--- src/rtl/core/brb_pkg.sv ---
// Package for the circular byte FIFO: field types, operation codes and
// fixed constants. It depends on nothing else.
`default_nettype none

package brb_pkg;

    // Field widths fixed by the interface.
    localparam int BYTE_W = 8;
    localparam int AMT_W  = 11;
    localparam int REQ_W  = 7;
    localparam int FUNC_W = 3;

    typedef logic [BYTE_W-1:0] t_byte;
    typedef logic [AMT_W-1:0]  t_amount;
    typedef logic [REQ_W-1:0]  t_req;
    typedef logic [FUNC_W-1:0] t_func;

    // Operation codes.
    localparam t_func FUNC_WRITE = 3'd0;
    localparam t_func FUNC_READ  = 3'd1;
    localparam t_func FUNC_PEEK  = 3'd2;
    localparam t_func FUNC_SKIP  = 3'd3;
    localparam t_func FUNC_CLEAR = 3'd4;

    // Saturation value of the write run counter and reset capacity.
    localparam t_amount RUN_MAX   = 11'd2047;
    localparam t_amount CAP_RESET = 11'd1024;

endpackage : brb_pkg

`default_nettype wire

--- src/rtl/core/brb_advance.sv ---
// Shared pointer step unit: increments a ring pointer and wraps it at the
// capacity in use. Uses brb_pkg for the capacity type.
`default_nettype none

module brb_advance
    import brb_pkg::*;
#(
    parameter int PW = 10
) (
    input  logic [PW-1:0] i_ptr,
    input  t_amount       i_cap,
    output logic [PW-1:0] o_ptr
);

    localparam int AW = (PW + 1 > AMT_W) ? PW + 1 : AMT_W;

    logic [AW-1:0] w_next;

    // One add and one compare against the capacity.
    assign w_next = AW'(i_ptr) + AW'(1);
    assign o_ptr  = (w_next >= AW'(i_cap)) ? '0 : w_next[PW-1:0];

endmodule : brb_advance

`default_nettype wire

--- config.mk ---
export PLATFORM = sky130hd
export DESIGN_NAME = brb_advance
export DESIGN_NICKNAME = d
export VERILOG_FILES = /design/src/rtl/core/brb_pkg.sv /design/src/rtl/core/brb_advance.sv
export SDC_FILE = /design/constraint.sdc
export NUM_CORES = 1
export LEC_CHECK = 0
export BUFFER_PORTS_ARGS = -buffer_cell sky130_fd_sc_hd__buf_2
export CAP_MARGIN = 10
export CORE_AREA = 2 2 39 41
export DETAILED_ROUTE_END_ITERATION = 10
export DIE_AREA = 0 0 41 43
export GPL_TIMING_DRIVEN = 0
export PLACE_DENSITY = 0.74
export SYNTH_ARGS = -nofsm -noshare
export SYNTH_HDL_FRONTEND = slang
export SYNTH_SLANG_ARGS = --single-unit
export TNS_END_PERCENT = 1
--- constraint.sdc ---
create_clock -name vclk -period 2
set_input_delay 0 -clock vclk [all_inputs]
set_output_delay 0 -clock vclk [all_outputs]
set_load 0.02 [all_outputs]
# Word-level counts from Yosys, hierarchy flattened
# Cells that the tools add are included.
dict set report totals {
  register_bits 0
  wordCells 3
  output_inout_bits 10
  input_bits 21
}
dict set report op_classes {
  magnitude_cmp 1
  addsub 1
  muxes 1
}
# operator count
set op_table {}
lappend op_table {{$add 10x1->11 const B} 1}
lappend op_table {{$ge 11x11->1} 1}
lappend op_table {{$mux 10} 1}

# Logic depth before layout (Yosys ltp)
dict set report logic_depth {
  ltp_word 3
  depth_mapped 9
  depth_no_buf 8
}

# Least setup slack after synthesis
# OpenSTA, ideal clock, no wires.
dict set report synth_timing {
  kind {in2out}
  startpoint {input i_ptr[0]}
  endpoint {output o_ptr[2]}
  arrival_ns 2.099
  path_buffers 1
  setup_slack_ns -0.099
  stages 9
  required_time_ns 2.000
  path_cell_list {ha_1 > inv_1 > nor3_1 > xnor2_1 > ha_1 > and3_1 > a221o_1 > clkbuf_1 > nor3b_1}
}
dict set report synth_via {
  elab_chain_cells 3
}
# element line
set synth_lines {}
lappend synth_lines {{from (decl)} brb_advance.sv:10} ;# input logic [PW-1:0] i_ptr,
lappend synth_lines {{$add 10x1->11 (*)} brb_advance.sv:20} ;# assign w_next = AW'(i_ptr) + AW'(1);
lappend synth_lines {{$ge 11x11->1} brb_advance.sv:21} ;# assign o_ptr = (w_next >= AW'(i_cap)) ? '0 : w_next[PW-1:0];
lappend synth_lines {{$mux 10 (*)} brb_advance.sv:21}
lappend synth_lines {{to (decl)} brb_advance.sv:12} ;# output logic [PW-1:0] o_ptr
# Mark *: on every way between the ends. The rest lies on a longest branch, timed or not.

# Final worst setup path
dict set report layout_timing {
  startpoint {input i_ptr[4]}
  endpoint {output o_ptr[2]}
}
dict set report layout_via {
  elab_chain_cells 3
}
# element line
set layout_lines {}
lappend layout_lines {{$add 10x1->11} brb_advance.sv:20}
lappend layout_lines {{$ge 11x11->1} brb_advance.sv:21}
lappend layout_lines {{$mux 10} brb_advance.sv:21}
# Every way passes these cells.

==> results.cfg <==
[outcome]
status = finished, violations left
violations = negative setup slack

[synthesis]
synth-xor-area-share_pct = 13.24
synth_top_family_by_area = simple AND/OR/NAND/NOR gates
synthAdderAreaFrac_pct = 28.37
yosys.area_share.simple_pct = 37.12
ys_seq_area_share_pct = 0
syn_area_per_cell_sq_um = 7.351
syn_nets = 105
postSynthCellCount = 72
synth_compound_area_share_pct = 11.35
syn_area_sq_um = 529.3
yosysUniqueCellTypes = 23
ys_warn_count = 0
synthMuxAreaShare_pct = 0

[sta]
fin_crit_ns = 2.035
setup_viol = 2
finalWorstSetupSlack_ns = -0.03461
slew_viol_final = 0
maxSlewHeadroom_pct = 78.78
max_freq_mhz = 491.5
whs_ns = 0.3540
fin_crit_sh_pct = 101.7
setup_tns_ns = -0.04010
rsz0062_at_grt = true
final-hold-violation-count = 0
tightest_slew_ns = 0.3182

[placed_design]
dp_slack_ns = -0.3253
io_buffers = 31
place_area_sq_um = 704.4
gp_congestion = 0.7848
dp.cells = 119
dp_hpwl_mm = 1.140

[critical_path]
cp-end-kind = primary output
worst_setup_path_start_kind = input port
worst-path-max-fanout = 5
crit_arrival_ns = 2.03
cp_data_required_time_ns = 2.00
cp-startpoint = i_ptr[4]
crit_type = input port to primary output

[route]
drt_pass1_iterations = 4
drc = 0
first_iter_violations = 8
ant_nets = 0
wire_per_inst_um = 13.25
num_vias = 631
viasPerCell = 5.303
routed_wirelength_mm = 1.577

[final_layout]
num_antenna_cells = 0
final_core_util_pct = 63.92
layout.area.seq_sq_um = 0
nets = 138
syn_to_final_growth_pct = 67.14
final_cells = 119
fillCellCount = 124
num-clock-buffers = 0
drive_above_1_share_pct = 53.40
seq_cells = 0
final_area_sq_um = 884.6

[floorplanning]
core_area_sq_mm = 0.001384
ios = 31
die_w_um = 41
initial_core_util_pct = 38.25
die_h_um = 43
rows = 14
die_area_sq_mm = 0.001763

[power]
pwr_density_cell_mw_per_mm2 = 253.2
power.leakage_nw = 0.4586
design_power_total_mw = 0.2240
ir_worst_vdd_mv = 0.1214

[global_route]
grt_use_total_pct = 17.88
grt_pass1_vias = 568
grt_max_degree = 11
grt_pass1_wl_mm = 2.304
overflow = 0
antenna_found_initial = 0

[worst_hold_path]
hold_depth = 3
hold_path.class = input port to primary output
worstHoldEndpoint = o_ptr[0]
min_from = i_ptr[0]

[run]
maxCapViolCount = 0

[cts]
cts_hold_buf = 0
==> cells by family after synthesis <==
kind of cell,Yosys count
buffers and inverters,14
AND/OR/NAND/NOR,29
AO/OA/AOI/OAI,9
adder cells (fa/ha/maj),12
XOR/XNOR,8
==> cells in the mapped netlist, drive strengths merged <==
cell,count,area [sq um]
a21o,1,7.510
a21oi,4,20.02
a221o,1,10.01
and3,2,12.51
and4,1,10.01
clkbuf,2,7.510
ha,12,150.1
inv,12,45.04
nand2,5,18.77
nand3,3,15.01
nand3b,1,7.510
nand4,4,31.28
nor3,2,10.01
nor3b,9,72.57
nor4,2,18.77
o211a,1,10.01
o21ai,1,5.000
o21bai,1,7.510
xnor2,6,52.55
xor2,2,17.52
==> where the power goes <==
group	leakage [nW]	switching [mW]	total [mW]	internal, mW
combinational	0.459	0.117	0.224	0.107
sequential	0	0	0	0
clock	0	0	0	0
==> repair_timing <==
action                                  CTS  global route
gates cloned                              1             0
resized for setup                        23            19
buffers inserted                          0             1
endpoints found under the setup margin   10            10
pin swaps                                10            15
==> worst max path at each step <==
stage,end,slack [ns],cells past startpoint
2_1_floorplan,o_ptr[2],-0.1,9
3_3_place_gp,o_ptr[2],-0.29,11
3_5_place_dp,o_ptr[2],-0.33,11
4_1_cts,o_ptr[2],0.006,9
5_1_grt,o_ptr[6],-0.09,9
6_report,o_ptr[2],-0.03,9
==> layout make-up <==
class,count,area (sq um),share of cell area [%]
Tap cell,16,20.02,2.263
Multi-Input combinational cell,59,600.6,67.89
Timing Repair Buffer,32,219.0,24.75
Inverter,12,45.04,5.092
==> per-layer routing <==
metal | GRT usage [%] | vias up | wire length, um | part of all wire (%)
li1 | - | 327 | - | -
met1 | 25.32 | 284 | 657 | 42
met2 | 30.94 | 20 | 844 | 54
met3 | 0 | 0 | 75 | 4.8
met4 | 0 | 0 | 0 | 0
met5 | 0 | - | 0 | 0
==> worst max-delay path, stage by stage <==
cell and delay, ns:
buf_8 0.09, nand4_4 0.14, buf_4 0.17, nor4_2 0.27, ha_1 0.32, and3_4 0.21
a221o_2 0.41, nor3b_2 0.24, buf_4 0.18
==> cell usage in the layout (no fill, tap or decap), drive strengths merged, types with 2 or more instances in the layout <==
| cell type | count |
|---|---|
| buf | 31 |
| inv | 12 |
| ha | 12 |
| nor3b | 9 |
| xnor2 | 6 |
| nand2 | 5 |
| a21oi | 4 |
| nand4 | 4 |
| nand3 | 3 |
| xor2 | 2 |
| a221o | 2 |
| nor3 | 2 |
| nor4 | 2 |
| and3 | 2 |
Note: power is estimated with default switching activity, not from simulation.
